### config.mk
export PLATFORM = sky130hd
export DESIGN_NAME = near_black_logo_classifier_flat
export DESIGN_NICKNAME = d
export VERILOG_FILES = /design/src/rtl/nblc_pkg.sv /design/src/rtl/nblc_if.sv /design/src/rtl/nblc_front.sv /design/src/rtl/nblc_queue.sv /design/src/rtl/nblc_back.sv /design/src/rtl/near_black_logo_classifier.sv /design/src/flat_wrapper.sv
export VERILOG_INCLUDE_DIRS = /design/src /design/src/rtl
export SDC_FILE = /design/constraint.sdc
export NUM_CORES = 2
export LEC_CHECK = 0
export BUFFER_PORTS_ARGS = -buffer_cell sky130_fd_sc_hd__buf_2
export CAP_MARGIN = 5
export CORE_ASPECT_RATIO = 1.1
export CORE_MARGIN = 2
export CORE_UTILIZATION = 58
export DETAILED_ROUTE_END_ITERATION = 12
export GPL_TIMING_DRIVEN = 0
export PLACE_DENSITY = 0.76
export SYNTH_ARGS = -nofsm -noshare
export SYNTH_HDL_FRONTEND = slang
export SYNTH_SLANG_ARGS = --single-unit
### constraint.sdc
create_clock -name clk -period 4.48 [get_ports clk]
set_clock_uncertainty 0.05 [all_clocks]
set_input_delay 0 -clock clk [delete_from_list [all_inputs] [get_ports clk]]
set_output_delay 0 -clock clk [all_outputs]
set_load 0.01 [all_outputs]
### src/rtl/near_black_logo_classifier_macros.svh
// Assertion macros shared by the classifier RTL.
`ifndef NEAR_BLACK_LOGO_CLASSIFIER_MACROS_SVH
`define NEAR_BLACK_LOGO_CLASSIFIER_MACROS_SVH
`ifndef SYNTH
`define NBLC_ASSERT_IMP(lbl, ck, rn, ante, cons, msg) \
    lbl: assert property (@(posedge ck) disable iff (!rn) (ante) |-> (cons)) \
        else $error(msg);
`define NBLC_ASSERT_NEXT(lbl, ck, rn, ante, cons, msg) \
    lbl: assert property (@(posedge ck) disable iff (!rn) (ante) |=> (cons)) \
        else $error(msg);
`else
`define NBLC_ASSERT_IMP(lbl, ck, rn, ante, cons, msg)
`define NBLC_ASSERT_NEXT(lbl, ck, rn, ante, cons, msg)
`endif
`endif

### src/rtl/nblc_pkg.sv
// Shared types and constants of the near-black classifier.
package nblc_pkg;

    localparam int CFG_IDX_W = 3;

    localparam logic [CFG_IDX_W-1:0] REG_IMAGE_WIDTH  = 3'd0;
    localparam logic [CFG_IDX_W-1:0] REG_IMAGE_HEIGHT = 3'd1;
    localparam logic [CFG_IDX_W-1:0] REG_ALPHA_FLOOR  = 3'd2;
    localparam logic [CFG_IDX_W-1:0] REG_LUMA_LIMIT   = 3'd3;
    localparam logic [CFG_IDX_W-1:0] REG_CHROMA_LIMIT = 3'd4;

    localparam logic [7:0] RST_IMAGE_WIDTH  = 8'd40;
    localparam logic [7:0] RST_IMAGE_HEIGHT = 8'd40;
    localparam logic [7:0] RST_ALPHA_FLOOR  = 8'd40;
    localparam logic [7:0] RST_LUMA_LIMIT   = 8'd50;
    localparam logic [7:0] RST_CHROMA_LIMIT = 8'd28;

    localparam logic [7:0] LUMA_R_COEF = 8'd77;
    localparam logic [7:0] LUMA_G_COEF = 8'd150;
    localparam logic [7:0] LUMA_B_COEF = 8'd29;

    localparam int QUEUE_DEPTH = 4;
    localparam int QPTR_W      = $clog2(QUEUE_DEPTH);
    localparam int QCNT_W      = $clog2(QUEUE_DEPTH + 1);

    localparam int QUOT_W = 8;
    localparam int QBIT_W = $clog2(QUOT_W);

    typedef struct packed {
        logic [7:0] image_width;
        logic [7:0] image_height;
        logic [7:0] alpha_floor;
        logic [7:0] luma_limit;
        logic [7:0] chroma_limit;
    } cfg_t;

    typedef enum logic [1:0] {
        BK_IDLE,
        BK_DIV,
        BK_DONE
    } back_state_t;

endpackage

### src/rtl/nblc_if.sv
// Pixel and result channel interfaces.
interface nblc_pixel_if;
    logic       valid;
    logic       ready;
    logic [7:0] blue;
    logic [7:0] green;
    logic [7:0] red;
    logic [7:0] alpha;

    modport source (output valid, output blue, output green, output red, output alpha,
                    input ready);
    modport sink   (input valid, input blue, input green, input red, input alpha,
                    output ready);
endinterface

interface nblc_result_if;
    logic       valid;
    logic       ready;
    logic       near_black;
    logic       has_opaque;
    logic [7:0] mean_luma;
    logic [7:0] mean_chroma;

    modport source (output valid, output near_black, output has_opaque,
                    output mean_luma, output mean_chroma, input ready);
    modport sink   (input valid, input near_black, input has_opaque,
                    input mean_luma, input mean_chroma, output ready);
endinterface

### src/rtl/nblc_front.sv
// Front end: pixel intake, grid sampling, weighted accumulation, job hand-off.
`include "near_black_logo_classifier_macros.svh"

module nblc_front #(
    parameter int MAX_SIDE   = 128,
    parameter int GRID_CELLS = 32,
    parameter int ASW        = 22,
    parameter int LSW        = 30
) (
    input  logic                         clk,
    input  logic                         rst_n,
    nblc_pixel_if.sink                   pix,
    input  nblc_pkg::cfg_t               cfg,
    input  logic                         cfg_wr,
    input  logic [nblc_pkg::QCNT_W-1:0]  q_count,
    output logic                         job_push,
    output logic [LSW-1:0]               job_luma,
    output logic [LSW-1:0]               job_chroma,
    output logic [ASW-1:0]               job_alpha
);
    import nblc_pkg::*;

    localparam int PW       = (MAX_SIDE > 1) ? $clog2(MAX_SIDE) : 1;
    localparam int SW       = $clog2(MAX_SIDE + 1);
    localparam int CMPW     = (SW > 8) ? SW : 8;
    localparam int MAX_STEP = (MAX_SIDE + GRID_CELLS - 1) / GRID_CELLS;
    localparam int STW      = $clog2(MAX_STEP + 1);
    localparam int PHW      = (MAX_STEP > 1) ? $clog2(MAX_STEP) : 1;
    localparam int NW       = $clog2(MAX_SIDE + GRID_CELLS);
    localparam int GL       = $clog2(GRID_CELLS);
    localparam int RK       = NW + GL;
    localparam int RW       = RK + 1;
    localparam longint unsigned RECIP =
        ((longint'(1) << RK) + longint'(GRID_CELLS) - 1) / longint'(GRID_CELLS);
    localparam logic [RW-1:0] RECIP_V = RW'(RECIP);
    localparam int RCW      = $clog2(PW + 2);
    localparam logic [RCW-1:0] RS_LOAD = RCW'(PW + 1);

    function automatic logic [SW-1:0] clamp_side(input logic [7:0] s);
        logic [CMPW-1:0] se;
        se = CMPW'(s);
        if (se == '0)
            return SW'(1);
        else if (se > CMPW'(MAX_SIDE))
            return SW'(MAX_SIDE);
        else
            return SW'(se);
    endfunction

    function automatic logic [STW-1:0] grid_step(input logic [SW-1:0] side);
        logic [NW-1:0]    n;
        logic [NW+RW-1:0] p;
        n = NW'(side) + NW'(GRID_CELLS - 1);
        p = (NW + RW)'(n) * (NW + RW)'(RECIP_V);
        return STW'(p >> RK);
    endfunction

    function automatic logic [7:0] max3(input logic [7:0] a, input logic [7:0] b,
                                        input logic [7:0] c);
        logic [7:0] m;
        m = (a > b) ? a : b;
        return (m > c) ? m : c;
    endfunction

    function automatic logic [7:0] min3(input logic [7:0] a, input logic [7:0] b,
                                        input logic [7:0] c);
        logic [7:0] m;
        m = (a < b) ? a : b;
        return (m < c) ? m : c;
    endfunction

    // position and phase
    logic [PW-1:0]  col_reg, row_reg;
    logic [PHW-1:0] col_ph_reg, row_ph_reg;
    logic [STW-1:0] step_w_reg, step_h_reg;

    // phase resync after a register write
    logic           rs_busy_reg;
    logic [RCW-1:0] rs_cnt_reg;
    logic [PW-1:0]  col_sh_reg, row_sh_reg;
    logic [STW-1:0] col_rem_reg, row_rem_reg;

    // pipeline
    logic           s1_valid_reg, s1_last_reg;
    logic [7:0]     s1_luma_reg, s1_chroma_reg, s1_alpha_reg;
    logic           s2_valid_reg, s2_last_reg;
    logic [15:0]    s2_lp_reg, s2_cp_reg;
    logic [7:0]     s2_alpha_reg;

    logic [LSW-1:0] luma_sum_reg, chroma_sum_reg;
    logic [ASW-1:0] alpha_sum_reg;

    logic [SW-1:0]  w_eff, h_eff;
    logic [PW-1:0]  w_last, h_last;
    logic           row_end, img_last, sampled, accept;
    logic [15:0]    luma_full;
    logic [QCNT_W:0] in_flight;
    logic [STW:0]   col_rem2, row_rem2;
    logic [STW-1:0] col_rem_new, row_rem_new;
    logic [LSW-1:0] luma_sum_next, chroma_sum_next;
    logic [ASW-1:0] alpha_sum_next;

    assign w_eff    = clamp_side(cfg.image_width);
    assign h_eff    = clamp_side(cfg.image_height);
    assign w_last   = PW'(w_eff - SW'(1));
    assign h_last   = PW'(h_eff - SW'(1));
    assign row_end  = (col_reg >= w_last);
    assign img_last = row_end && (row_reg >= h_last);
    assign sampled  = (col_ph_reg == '0) && (row_ph_reg == '0) && (pix.alpha >= cfg.alpha_floor);

    // hold intake during a grid realignment and while the queue could not take every image end already in flight
    assign in_flight = (QCNT_W + 1)'(q_count)
                     + (QCNT_W + 1)'(s1_valid_reg && s1_last_reg)
                     + (QCNT_W + 1)'(s2_valid_reg && s2_last_reg);
    assign pix.ready = !rs_busy_reg && (in_flight < (QCNT_W + 1)'(QUEUE_DEPTH));
    assign accept    = pix.valid && pix.ready;

    assign luma_full = 16'(LUMA_R_COEF) * 16'(pix.red)
                     + 16'(LUMA_G_COEF) * 16'(pix.green)
                     + 16'(LUMA_B_COEF) * 16'(pix.blue);

    assign col_rem2    = {col_rem_reg, col_sh_reg[PW-1]};
    assign row_rem2    = {row_rem_reg, row_sh_reg[PW-1]};
    assign col_rem_new = (col_rem2 >= {1'b0, step_w_reg}) ?
                         STW'(col_rem2 - {1'b0, step_w_reg}) : STW'(col_rem2);
    assign row_rem_new = (row_rem2 >= {1'b0, step_h_reg}) ?
                         STW'(row_rem2 - {1'b0, step_h_reg}) : STW'(row_rem2);

    // grid step per axis, registered from the configuration registers
    always_ff @(posedge clk)
    begin
        step_w_reg <= grid_step(w_eff);
        step_h_reg <= grid_step(h_eff);
    end

    always_ff @(posedge clk or negedge rst_n)
    begin
        if (!rst_n)
        begin
            rs_busy_reg <= 1'b1;
            rs_cnt_reg  <= RS_LOAD;
            col_sh_reg  <= '0;
            row_sh_reg  <= '0;
            col_rem_reg <= '0;
            row_rem_reg <= '0;
        end
        else if (cfg_wr)
        begin
            rs_busy_reg <= 1'b1;
            rs_cnt_reg  <= RS_LOAD;
        end
        else if (rs_busy_reg)
        begin
            rs_cnt_reg <= rs_cnt_reg - RCW'(1);
            if (rs_cnt_reg == RS_LOAD)
            begin
                col_sh_reg  <= col_reg;
                row_sh_reg  <= row_reg;
                col_rem_reg <= '0;
                row_rem_reg <= '0;
            end
            else
            begin
                col_sh_reg  <= col_sh_reg << 1;
                row_sh_reg  <= row_sh_reg << 1;
                col_rem_reg <= col_rem_new;
                row_rem_reg <= row_rem_new;
                if (rs_cnt_reg == RCW'(1))
                    rs_busy_reg <= 1'b0;
            end
        end
    end

    always_ff @(posedge clk or negedge rst_n)
    begin
        if (!rst_n)
        begin
            col_reg    <= '0;
            row_reg    <= '0;
            col_ph_reg <= '0;
            row_ph_reg <= '0;
        end
        else
        begin
            if (accept)
            begin
                if (img_last)
                begin
                    col_reg <= '0;
                    row_reg <= '0;
                end
                else if (row_end)
                begin
                    col_reg <= '0;
                    row_reg <= row_reg + PW'(1);
                end
                else
                begin
                    col_reg <= col_reg + PW'(1);
                end
            end

            if (rs_busy_reg && !cfg_wr && rs_cnt_reg == RCW'(1))
            begin
                col_ph_reg <= PHW'(col_rem_new);
                row_ph_reg <= PHW'(row_rem_new);
            end
            else if (accept)
            begin
                if (row_end || STW'(col_ph_reg) == step_w_reg - STW'(1))
                    col_ph_reg <= '0;
                else
                    col_ph_reg <= col_ph_reg + PHW'(1);

                if (img_last)
                    row_ph_reg <= '0;
                else if (row_end)
                begin
                    if (STW'(row_ph_reg) == step_h_reg - STW'(1))
                        row_ph_reg <= '0;
                    else
                        row_ph_reg <= row_ph_reg + PHW'(1);
                end
            end
        end
    end

    always_ff @(posedge clk or negedge rst_n)
    begin
        if (!rst_n)
        begin
            s1_valid_reg <= 1'b0;
            s1_last_reg  <= 1'b0;
            s2_valid_reg <= 1'b0;
            s2_last_reg  <= 1'b0;
        end
        else
        begin
            s1_valid_reg <= accept;
            s1_last_reg  <= accept && img_last;
            s2_valid_reg <= s1_valid_reg;
            s2_last_reg  <= s1_valid_reg && s1_last_reg;
        end
    end

    always_ff @(posedge clk)
    begin
        s1_luma_reg   <= luma_full[15:8];
        s1_chroma_reg <= max3(pix.red, pix.green, pix.blue) - min3(pix.red, pix.green, pix.blue);
        s1_alpha_reg  <= sampled ? pix.alpha : 8'd0;
        s2_lp_reg     <= 16'(s1_luma_reg) * 16'(s1_alpha_reg);
        s2_cp_reg     <= 16'(s1_chroma_reg) * 16'(s1_alpha_reg);
        s2_alpha_reg  <= s1_alpha_reg;
    end

    assign luma_sum_next   = luma_sum_reg + LSW'(s2_lp_reg);
    assign chroma_sum_next = chroma_sum_reg + LSW'(s2_cp_reg);
    assign alpha_sum_next  = alpha_sum_reg + ASW'(s2_alpha_reg);

    // drop the sums once the image's last pixel has been folded in
    always_ff @(posedge clk or negedge rst_n)
    begin
        if (!rst_n)
        begin
            luma_sum_reg   <= '0;
            chroma_sum_reg <= '0;
            alpha_sum_reg  <= '0;
        end
        else if (s2_valid_reg)
        begin
            if (s2_last_reg)
            begin
                luma_sum_reg   <= '0;
                chroma_sum_reg <= '0;
                alpha_sum_reg  <= '0;
            end
            else
            begin
                luma_sum_reg   <= luma_sum_next;
                chroma_sum_reg <= chroma_sum_next;
                alpha_sum_reg  <= alpha_sum_next;
            end
        end
    end

    assign job_push   = s2_valid_reg && s2_last_reg;
    assign job_luma   = luma_sum_next;
    assign job_chroma = chroma_sum_next;
    assign job_alpha  = alpha_sum_next;

    `NBLC_ASSERT_IMP(a_col_phase_in_step, clk, rst_n, !rs_busy_reg,
        STW'(col_ph_reg) < step_w_reg, "column phase outside grid step")
    `NBLC_ASSERT_IMP(a_row_phase_in_step, clk, rst_n, !rs_busy_reg,
        STW'(row_ph_reg) < step_h_reg, "row phase outside grid step")

endmodule

### src/rtl/nblc_queue.sv
// Short job queue between the front end and the divider.
`include "near_black_logo_classifier_macros.svh"

module nblc_queue #(
    parameter int DW = 82
) (
    input  logic                         clk,
    input  logic                         rst_n,
    input  logic                         push,
    input  logic [DW-1:0]                push_data,
    input  logic                         pop,
    output logic [DW-1:0]                pop_data,
    output logic [nblc_pkg::QCNT_W-1:0]  count
);
    import nblc_pkg::*;

    logic [DW-1:0]     mem_reg [QUEUE_DEPTH];
    logic [QPTR_W-1:0] wr_ptr_reg, rd_ptr_reg;
    logic [QCNT_W-1:0] count_reg;

    always_ff @(posedge clk)
    begin
        if (push)
            mem_reg[wr_ptr_reg] <= push_data;
    end

    always_ff @(posedge clk or negedge rst_n)
    begin
        if (!rst_n)
        begin
            wr_ptr_reg <= '0;
            rd_ptr_reg <= '0;
            count_reg  <= '0;
        end
        else
        begin
            if (push)
                wr_ptr_reg <= (wr_ptr_reg == QPTR_W'(QUEUE_DEPTH - 1)) ? '0
                                                                       : wr_ptr_reg + QPTR_W'(1);
            if (pop)
                rd_ptr_reg <= (rd_ptr_reg == QPTR_W'(QUEUE_DEPTH - 1)) ? '0
                                                                       : rd_ptr_reg + QPTR_W'(1);
            if (push && !pop)
                count_reg <= count_reg + QCNT_W'(1);
            else if (pop && !push)
                count_reg <= count_reg - QCNT_W'(1);
        end
    end

    assign pop_data = mem_reg[rd_ptr_reg];
    assign count    = count_reg;

    `NBLC_ASSERT_IMP(a_no_overflow, clk, rst_n, push,
        count_reg != QCNT_W'(QUEUE_DEPTH) || pop, "job queue overflow")
    `NBLC_ASSERT_IMP(a_no_underflow, clk, rst_n, pop,
        count_reg != '0, "job queue underflow")

endmodule

### src/rtl/nblc_back.sv
// Back end: bit-serial mean division, classification and result register.
`include "near_black_logo_classifier_macros.svh"

module nblc_back #(
    parameter int ASW = 22,
    parameter int LSW = 30
) (
    input  logic            clk,
    input  logic            rst_n,
    input  nblc_pkg::cfg_t  cfg,
    input  logic            job_avail,
    input  logic [LSW-1:0]  job_luma,
    input  logic [LSW-1:0]  job_chroma,
    input  logic [ASW-1:0]  job_alpha,
    output logic            job_pop,
    nblc_result_if.source   res
);
    import nblc_pkg::*;

    back_state_t state_reg, state_next;

    logic [LSW-1:0]    lrem_reg, crem_reg, div_reg;
    logic [QUOT_W-1:0] lq_reg, cq_reg;
    logic [QBIT_W-1:0] bit_reg;
    logic              has_reg;
    logic              out_valid_reg;
    logic              out_nb_reg, out_has_reg;
    logic [7:0]        out_luma_reg, out_chroma_reg;

    logic              load, iterate, finish;
    logic              l_ge, c_ge;
    logic [7:0]        mean_l, mean_c;

    assign l_ge   = (lrem_reg >= div_reg);
    assign c_ge   = (crem_reg >= div_reg);
    assign mean_l = has_reg ? lq_reg : 8'd0;
    assign mean_c = has_reg ? cq_reg : 8'd0;

    always_ff @(posedge clk or negedge rst_n)
    begin
        if (!rst_n)
            state_reg <= BK_IDLE;
        else
            state_reg <= state_next;
    end

    always_comb
    begin
        state_next = state_reg;
        load       = 1'b0;
        iterate    = 1'b0;
        finish     = 1'b0;
        case (state_reg)
            BK_IDLE:
            begin
                if (job_avail)
                begin
                    load       = 1'b1;
                    state_next = BK_DIV;
                end
            end
            BK_DIV:
            begin
                iterate = 1'b1;
                if (bit_reg == '0)
                    state_next = BK_DONE;
            end
            BK_DONE:
            begin
                // wait for the result register to free up
                if (!out_valid_reg || res.ready)
                begin
                    finish     = 1'b1;
                    state_next = BK_IDLE;
                end
            end
            default:
            begin
                state_next = BK_IDLE;
            end
        endcase
    end

    assign job_pop = load;

    // quotient is at most 255, so eight restoring steps against alpha << 7 .. alpha << 0
    always_ff @(posedge clk)
    begin
        if (load)
        begin
            lrem_reg <= job_luma;
            crem_reg <= job_chroma;
            div_reg  <= LSW'(job_alpha) << (QUOT_W - 1);
            lq_reg   <= '0;
            cq_reg   <= '0;
            bit_reg  <= QBIT_W'(QUOT_W - 1);
            has_reg  <= (job_alpha != '0);
        end
        else if (iterate)
        begin
            if (l_ge)
                lrem_reg <= lrem_reg - div_reg;
            if (c_ge)
                crem_reg <= crem_reg - div_reg;
            lq_reg  <= {lq_reg[QUOT_W-2:0], l_ge};
            cq_reg  <= {cq_reg[QUOT_W-2:0], c_ge};
            div_reg <= div_reg >> 1;
            bit_reg <= bit_reg - QBIT_W'(1);
        end
    end

    always_ff @(posedge clk or negedge rst_n)
    begin
        if (!rst_n)
            out_valid_reg <= 1'b0;
        else if (finish)
            out_valid_reg <= 1'b1;
        else if (res.ready)
            out_valid_reg <= 1'b0;
    end

    always_ff @(posedge clk)
    begin
        if (finish)
        begin
            out_has_reg    <= has_reg;
            out_luma_reg   <= mean_l;
            out_chroma_reg <= mean_c;
            out_nb_reg     <= has_reg && (mean_l < cfg.luma_limit) && (mean_c < cfg.chroma_limit);
        end
    end

    assign res.valid       = out_valid_reg;
    assign res.near_black  = out_nb_reg;
    assign res.has_opaque  = out_has_reg;
    assign res.mean_luma   = out_luma_reg;
    assign res.mean_chroma = out_chroma_reg;

    `NBLC_ASSERT_IMP(a_empty_result_is_zero, clk, rst_n, out_valid_reg && !out_has_reg,
        !out_nb_reg && out_luma_reg == 8'd0 && out_chroma_reg == 8'd0,
        "result without opaque samples is not cleared")

endmodule

### src/rtl/near_black_logo_classifier.sv
// Near-black classifier top level: configuration registers and unit wiring.
//
// Pixels arrive on pix as BGRA words in raster order, one word per cycle at
// most; a pixel is taken when pix.valid and pix.ready are both high. The
// image's last pixel causes one word on res (near_black, has_opaque,
// mean_luma, mean_chroma), taken when res.valid and res.ready are high.
// Configuration goes through cfg_we / cfg_index / cfg_data, one register per
// cycle; any register write realigns the sampling grid with pix.ready low.
// Throughput: one pixel per cycle while pix.ready is high. The result word
// follows the last pixel taken through the second pipeline stage and the
// queue write, then one load, eight steps of the bit-serial divider and the
// output register. A queue of four finished images decouples the pixel side
// from the divider, which takes a new image only once the last is finished.
// After reset all registers hold their defaults, position and sums are zero,
// and pix.ready stays low while the sampling grid is realigned. While res is
// stalled the output register holds its word; the divider and then the queue
// fill, and outside a grid realignment pix.ready drops only when the queue
// could not take every image end in flight.
module near_black_logo_classifier #(
    parameter int MAX_SIDE   = 128,
    parameter int GRID_CELLS = 32
) (
    input  logic                           clk,
    input  logic                           rst_n,
    nblc_pixel_if.sink                     pix,
    nblc_result_if.source                  res,
    input  logic                           cfg_we,
    input  logic [nblc_pkg::CFG_IDX_W-1:0] cfg_index,
    input  logic [7:0]                     cfg_data
);
    import nblc_pkg::*;

    localparam longint unsigned MAX_ALPHA_SUM = longint'(MAX_SIDE) * longint'(MAX_SIDE) * 255;
    localparam int ASW = $clog2(MAX_ALPHA_SUM + 1);
    localparam int LSW = ASW + 8;
    localparam int JW  = 2 * LSW + ASW;

    cfg_t cfg_reg;

    logic              job_push, job_pop;
    logic [LSW-1:0]    f_luma, f_chroma, b_luma, b_chroma;
    logic [ASW-1:0]    f_alpha, b_alpha;
    logic [JW-1:0]     q_out;
    logic [QCNT_W-1:0] q_count;

    always_ff @(posedge clk or negedge rst_n)
    begin
        if (!rst_n)
        begin
            cfg_reg.image_width  <= RST_IMAGE_WIDTH;
            cfg_reg.image_height <= RST_IMAGE_HEIGHT;
            cfg_reg.alpha_floor  <= RST_ALPHA_FLOOR;
            cfg_reg.luma_limit   <= RST_LUMA_LIMIT;
            cfg_reg.chroma_limit <= RST_CHROMA_LIMIT;
        end
        else if (cfg_we)
        begin
            case (cfg_index)
                REG_IMAGE_WIDTH:  cfg_reg.image_width  <= cfg_data;
                REG_IMAGE_HEIGHT: cfg_reg.image_height <= cfg_data;
                REG_ALPHA_FLOOR:  cfg_reg.alpha_floor  <= cfg_data;
                REG_LUMA_LIMIT:   cfg_reg.luma_limit   <= cfg_data;
                REG_CHROMA_LIMIT: cfg_reg.chroma_limit <= cfg_data;
                default:          ;
            endcase
        end
    end

    nblc_front #(
        .MAX_SIDE   (MAX_SIDE),
        .GRID_CELLS (GRID_CELLS),
        .ASW        (ASW),
        .LSW        (LSW)
    ) u_front (
        .clk        (clk),
        .rst_n      (rst_n),
        .pix        (pix),
        .cfg        (cfg_reg),
        .cfg_wr     (cfg_we),
        .q_count    (q_count),
        .job_push   (job_push),
        .job_luma   (f_luma),
        .job_chroma (f_chroma),
        .job_alpha  (f_alpha)
    );

    nblc_queue #(
        .DW (JW)
    ) u_queue (
        .clk       (clk),
        .rst_n     (rst_n),
        .push      (job_push),
        .push_data ({f_luma, f_chroma, f_alpha}),
        .pop       (job_pop),
        .pop_data  (q_out),
        .count     (q_count)
    );

    assign b_luma   = q_out[JW-1 -: LSW];
    assign b_chroma = q_out[ASW +: LSW];
    assign b_alpha  = q_out[ASW-1:0];

    nblc_back #(
        .ASW (ASW),
        .LSW (LSW)
    ) u_back (
        .clk        (clk),
        .rst_n      (rst_n),
        .cfg        (cfg_reg),
        .job_avail  (q_count != '0),
        .job_luma   (b_luma),
        .job_chroma (b_chroma),
        .job_alpha  (b_alpha),
        .job_pop    (job_pop),
        .res        (res)
    );

endmodule

### src/flat_wrapper.sv
// flat-port wrapper written by rule: the top's interface ports become plain ports
module near_black_logo_classifier_flat import nblc_pkg::*;
#(
    parameter int MAX_SIDE   = 128,
    parameter int GRID_CELLS = 32
)
  (clk, rst_n, cfg_we, cfg_index, cfg_data, pix_valid, pix_blue, pix_green, pix_red, pix_alpha, pix_ready, res_valid, res_near_black, res_has_opaque, res_mean_luma, res_mean_chroma, res_ready);
  nblc_pixel_if pix_i ();
  nblc_result_if res_i ();
  input  logic clk;
  input  logic rst_n;
  input  logic cfg_we;
  input  logic [nblc_pkg::CFG_IDX_W-1:0] cfg_index;
  input  logic [7:0] cfg_data;
  input wire logic [$bits(pix_i.valid)-1:0] pix_valid;
  input wire logic [$bits(pix_i.blue)-1:0] pix_blue;
  input wire logic [$bits(pix_i.green)-1:0] pix_green;
  input wire logic [$bits(pix_i.red)-1:0] pix_red;
  input wire logic [$bits(pix_i.alpha)-1:0] pix_alpha;
  output wire logic [$bits(pix_i.ready)-1:0] pix_ready;
  output wire logic [$bits(res_i.valid)-1:0] res_valid;
  output wire logic [$bits(res_i.near_black)-1:0] res_near_black;
  output wire logic [$bits(res_i.has_opaque)-1:0] res_has_opaque;
  output wire logic [$bits(res_i.mean_luma)-1:0] res_mean_luma;
  output wire logic [$bits(res_i.mean_chroma)-1:0] res_mean_chroma;
  input wire logic [$bits(res_i.ready)-1:0] res_ready;
  assign pix_i.valid = pix_valid;
  assign pix_i.blue = pix_blue;
  assign pix_i.green = pix_green;
  assign pix_i.red = pix_red;
  assign pix_i.alpha = pix_alpha;
  assign pix_ready = pix_i.ready;
  assign res_valid = res_i.valid;
  assign res_near_black = res_i.near_black;
  assign res_has_opaque = res_i.has_opaque;
  assign res_mean_luma = res_i.mean_luma;
  assign res_mean_chroma = res_i.mean_chroma;
  assign res_i.ready = res_ready;
  near_black_logo_classifier #(.MAX_SIDE(MAX_SIDE), .GRID_CELLS(GRID_CELLS)) u_core (.clk(clk), .rst_n(rst_n), .pix(pix_i), .res(res_i), .cfg_we(cfg_we), .cfg_index(cfg_index), .cfg_data(cfg_data));
endmodule
==> key figures <==
Setup path
  – CP endpoint kind: register
  – Critical path arrival: 5.25 ns
  – Worst path max stage delay: 0.52 ns
  – R2R Path Start: u_core.u_front.s1_alpha_reg[7]$_SDFF_PN0_
  – Worst-path cell chain: buf_2 -> ha_1 -> ha_1 -> ha_1 -> ha_4 -> a21oi_1 -> o21bai_1 -> a21oi_2 -> xnor2_2 -> fa_2 -> fa_1 -> inv_1 -> fa_2 -> fa_1 -> inv_2 -> ha_4 -> nand4_1 -> a21boi_2 -> o21a_1 -> o21ai_2 -> a21oi_2 -> xor2_1
  – Critical path type: in2reg
  – Slowest cell on crit path: fa_2
  – Reg2Reg Setup Slack: -0.12 ns
  – Crit path required time: 4.93 ns
  – Critical path's most frequent cell: ha_1
  – CP Launch Type: input port
  – Length in cells of the worst reg-to-reg path: 15
  – Worst-path maximum fanout: 5
  – R2R Path End: u_core.u_front.s2_cp_reg[15]$_DFF_P_

Final layout
  – Nets: 4,299
  – Max reg flops: 328
  – # fillers: 4,968
  – Final Core Density: 0.663
  – P&R area growth vs syn: 13.7%
  – Layout cell share with drive strength beyond 1: 0.127

Timing
  – Highest Clock Rate: 208 MHz
  – Final Cycle Share: 1.07
  – Setup violators final: 6
  – Final hold violation count: 0
  – Final TNS setup: -1.34 ns
  – RSZ-0062 raised after global routing: true
  – Max_slew headroom: 0.209
  – Worst Max-Slew Pin Slew: 1.18 ns
  – Final slew viol count: 0
  – Minimum clock period: 4.80 ns
  – Setup slack after layout: -0.317 ns

Power and ir drop
  – Internal power: 19.2 mW
  – Comb power frac: 0.491
  – Peak VDD IR: 0.394 mV
  – Clock share of power: 0.207
  – Leak: 19.8 nW
  – Reg power frac: 0.302
  – Sw Share: 0.392
  – Switching power total: 12.4 mW
  – Overall power: 31.7 mW
  – Power Density: 681 nW/um^2

Global route
  – M1 GR Usage: 0.343
  – Grt met3 use: 0.0386
  – Vias in the first global route: 28,200
  – Gr usage total: 0.271
  – Largest net degree at the start of global routing: 93
  – GRT Max-Usage Layer: met2
  – Initial antenna violation count: 2
  – Total grt overflow: 0
  – Grt met2 use: 0.461
  – First-pass GRT wire length: 153,000 microns

Die
  – DIE AREA: 72,700 sq um
  – Core footprint: 70,100 sq um
  – Die W: 257 microns
  – Die Height: 282 microns
  – I/O pin count: 68
  – Row count: 102
  – Initial core utilization: 0.584

Clock network
  – Worst skew pair latency: 0.64 ns
  – H-tree depth: 3
  – Root Driver: clkbuf_16
  – CTS clk-pin slew, worst paths: 0.06 ns
  – Clock Path Buffers: 3
  – CTS buffer count: 73
  – CTS Sinks: 704
  – TritonCTS clock tree: built

Placement
  – Final GP Congestion: 0.977
  – Dpl ws: -1.23 ns
  – DPL Wire Length: 70,600 microns
  – PortBufs: 66

Synthesis
  – Cell variety after synth: 92
  – Synth area leaders: edfxtp_1 32%, ha_1 11%, dfrtp_1 10%, fa_1 6.7%, dfxtp_1 4.7%
  – Sequential-to-total area share from yosys stat: 0.472
  – Ys flop type: edfxtp_1
  – Number of flops mapped to enable cells by yosys: 429
  – Synth Register Bits: 704
  – Syn Area/Cell: 11.5 sq um
  – Asr flop ratio synth: 0.254
  – Yosys top cell by area: edfxtp_1
  – Syn Nets: 4,076
  – Synthesized instance count: 3,546
  – Syn. warnings: 0
  – Syn Std Cell Area: 40,900 sq um
  – Post-synth top area share: 0.315

Hold path
  – Worst Hold End: u_core.u_front.s1_luma_reg[7]$_DFF_P_
  – HP Start: pix_green[7]
  – Worst Hold Class: in2reg
  – Hold Crit Depth: 5

Route
  – Post-route DRC violation count: 0
  – Post-Route WL: 98,700 microns
  – Vias per cell: 5.94
  – DR pass1 iterations: 6
  – Via Count: 28,300
  – ANT nets after route: 0
  – DR iter-0 viols: 2,238
  – Wire per inst: 20.7 microns

Run status
  – Failing checks: negative setup slack
  – Status: complete, but fails checks

Job
  – Max-Cap Viols: 0
cell families (layout without fill, tap and decap cells):
kind of cell	after synthesis	after routing	share of synthesized area
compound gates	740	740	0.116
xor+xnor	190	190	0.0407
fa+ha+maj	482	482	0.172
buf+inv	435	718	0.0405
flops	704	704	0.472
mux	127	127	0.0570
other cells	0	2	0
simple gates	868	868	0.102
cells in the mapped netlist (31+ instances only):
master    instances
a21o_1           62
a21oi_1         175
a22o_1           45
and2_1          116
and3_1           31
clkbuf_1         97
dfrtp_1         165
dfxtp_1          96
edfxtp_1        429
fa_1            136
ha_1            346
inv_1           321
mux4_2           82
nand2_1         337
nand2b_1         36
nand3_1          55
nor2_1          164
nor3_1           31
o21ai_0         219
o31ai_1          34
xnor2_1         117
xor2_1           73
through the flow:
step | cells | hold WS (ns) | cell area (sq um)
after floorplan | 3546 | -0.346 | 41000
after global placement | 4548 | 0.194 | 42500
after detailed placement | 4556 | 0.0442 | 42700
after CTS | 4742 | 0.0613 | 46100
after global routing | 4765 | 0.110 | 46500
final | 4767 | 0.0839 | 46500
critical path, delay by kind of cell:
family	cells	cell delay, ns
adders and majority gates	9	3.27
xor gates and xnor gates	2	0.32
buffers and inverters	3	0.29
and+or+nand+nor	1	0.13
AOI/OAI and AO/OA	7	1.22
worst max path at each step:
stage,startpoint,end,cells after the start
after floorplan,pix_green[4],u_core.u_front.s1_luma_reg[7]$_DFF_P_,21
after detailed placement,pix_green[5],u_core.u_front.s1_luma_reg[7]$_DFF_P_,25
after CTS,u_core.u_front.s1_alpha_reg[7]$_SDFF_PN0_,u_core.u_front.s2_cp_reg[15]$_DFF_P_,15
final,pix_green[1],u_core.u_front.s1_luma_reg[7]$_DFF_P_,22
after global placement,pix_green[5],u_core.u_front.s1_luma_reg[5]$_DFF_P_,25
after global routing,pix_green[1],u_core.u_front.s1_luma_reg[6]$_DFF_P_,22
power by group through the flow:
stage / clock network (mW) / logic (mW) / registers [mW]
after CTS: 6.62 / 15.2 / 9.54
after detailed placement: 0 / 14.5 / 9.66
after floorplan: 0 / 11.1 / 9.37
final: 6.55 / 15.6 / 9.56
after global placement: 0 / 14.1 / 9.65
after global routing: 6.87 / 17.3 / 9.67
routing by layer:
layer / vias to the layer above / wire length (microns) / share of wire
met5: - / 27 / 0.00027
li1: 13100 / - / -
met3: 237 / 6200 / 0.063
met1: 13900 / 39200 / 0.40
met4: 4 / 4830 / 0.049
met2: 1029 / 48400 / 0.49
cell type report:
cell class                      count  area (sq um)  share of cell area
Tap cell                          936          1170              0.0252
Antenna cell                        2          5.00            0.000108
Sequential cell                   704         19300               0.416
Inverter                          322          1210              0.0261
Buffer                            113           522              0.0112
Timing Repair Buffer              148          1240              0.0266
Clock buffer                       83          1880              0.0405
Multi-Input combinational cell   2407         20400               0.439
Clock inverter                     52           737              0.0159
cells in the final DEF, fill, tap and decap left out, types with 28 or more instances in the layout:
cell type,netlist,routed
inv_1,321,312
nand2_1,337,335
buf_2,12,72
dlygate4sd3_1,0,42
nor3_1,31,31
fa_1,136,132
xnor2_1,117,114
and2_1,116,115
clkbuf_16,0,74
mux2_2,28,28
nand2b_1,36,36
o21ai_0,219,210
o31ai_1,34,34
dfxtp_1,96,86
mux4_2,82,82
nor2_1,164,162
xor2_1,73,73
a21o_1,62,62
a21oi_1,175,165
ha_1,346,327
dfrtp_1,165,165
nand3_1,55,55
buf_4,2,34
clkbuf_1,97,93
edfxtp_1,429,429
a22o_1,45,45
what timing repair did:
action                     CTS  global route
resized for setup           73            45
pin swaps                   25            28
hold endpoints to repair   198             0
hold buffers                42             0
setup endpoints to repair   29            19
buffers inserted             9            22
cloned                       0             1
(Power assumes the default switching activity.)
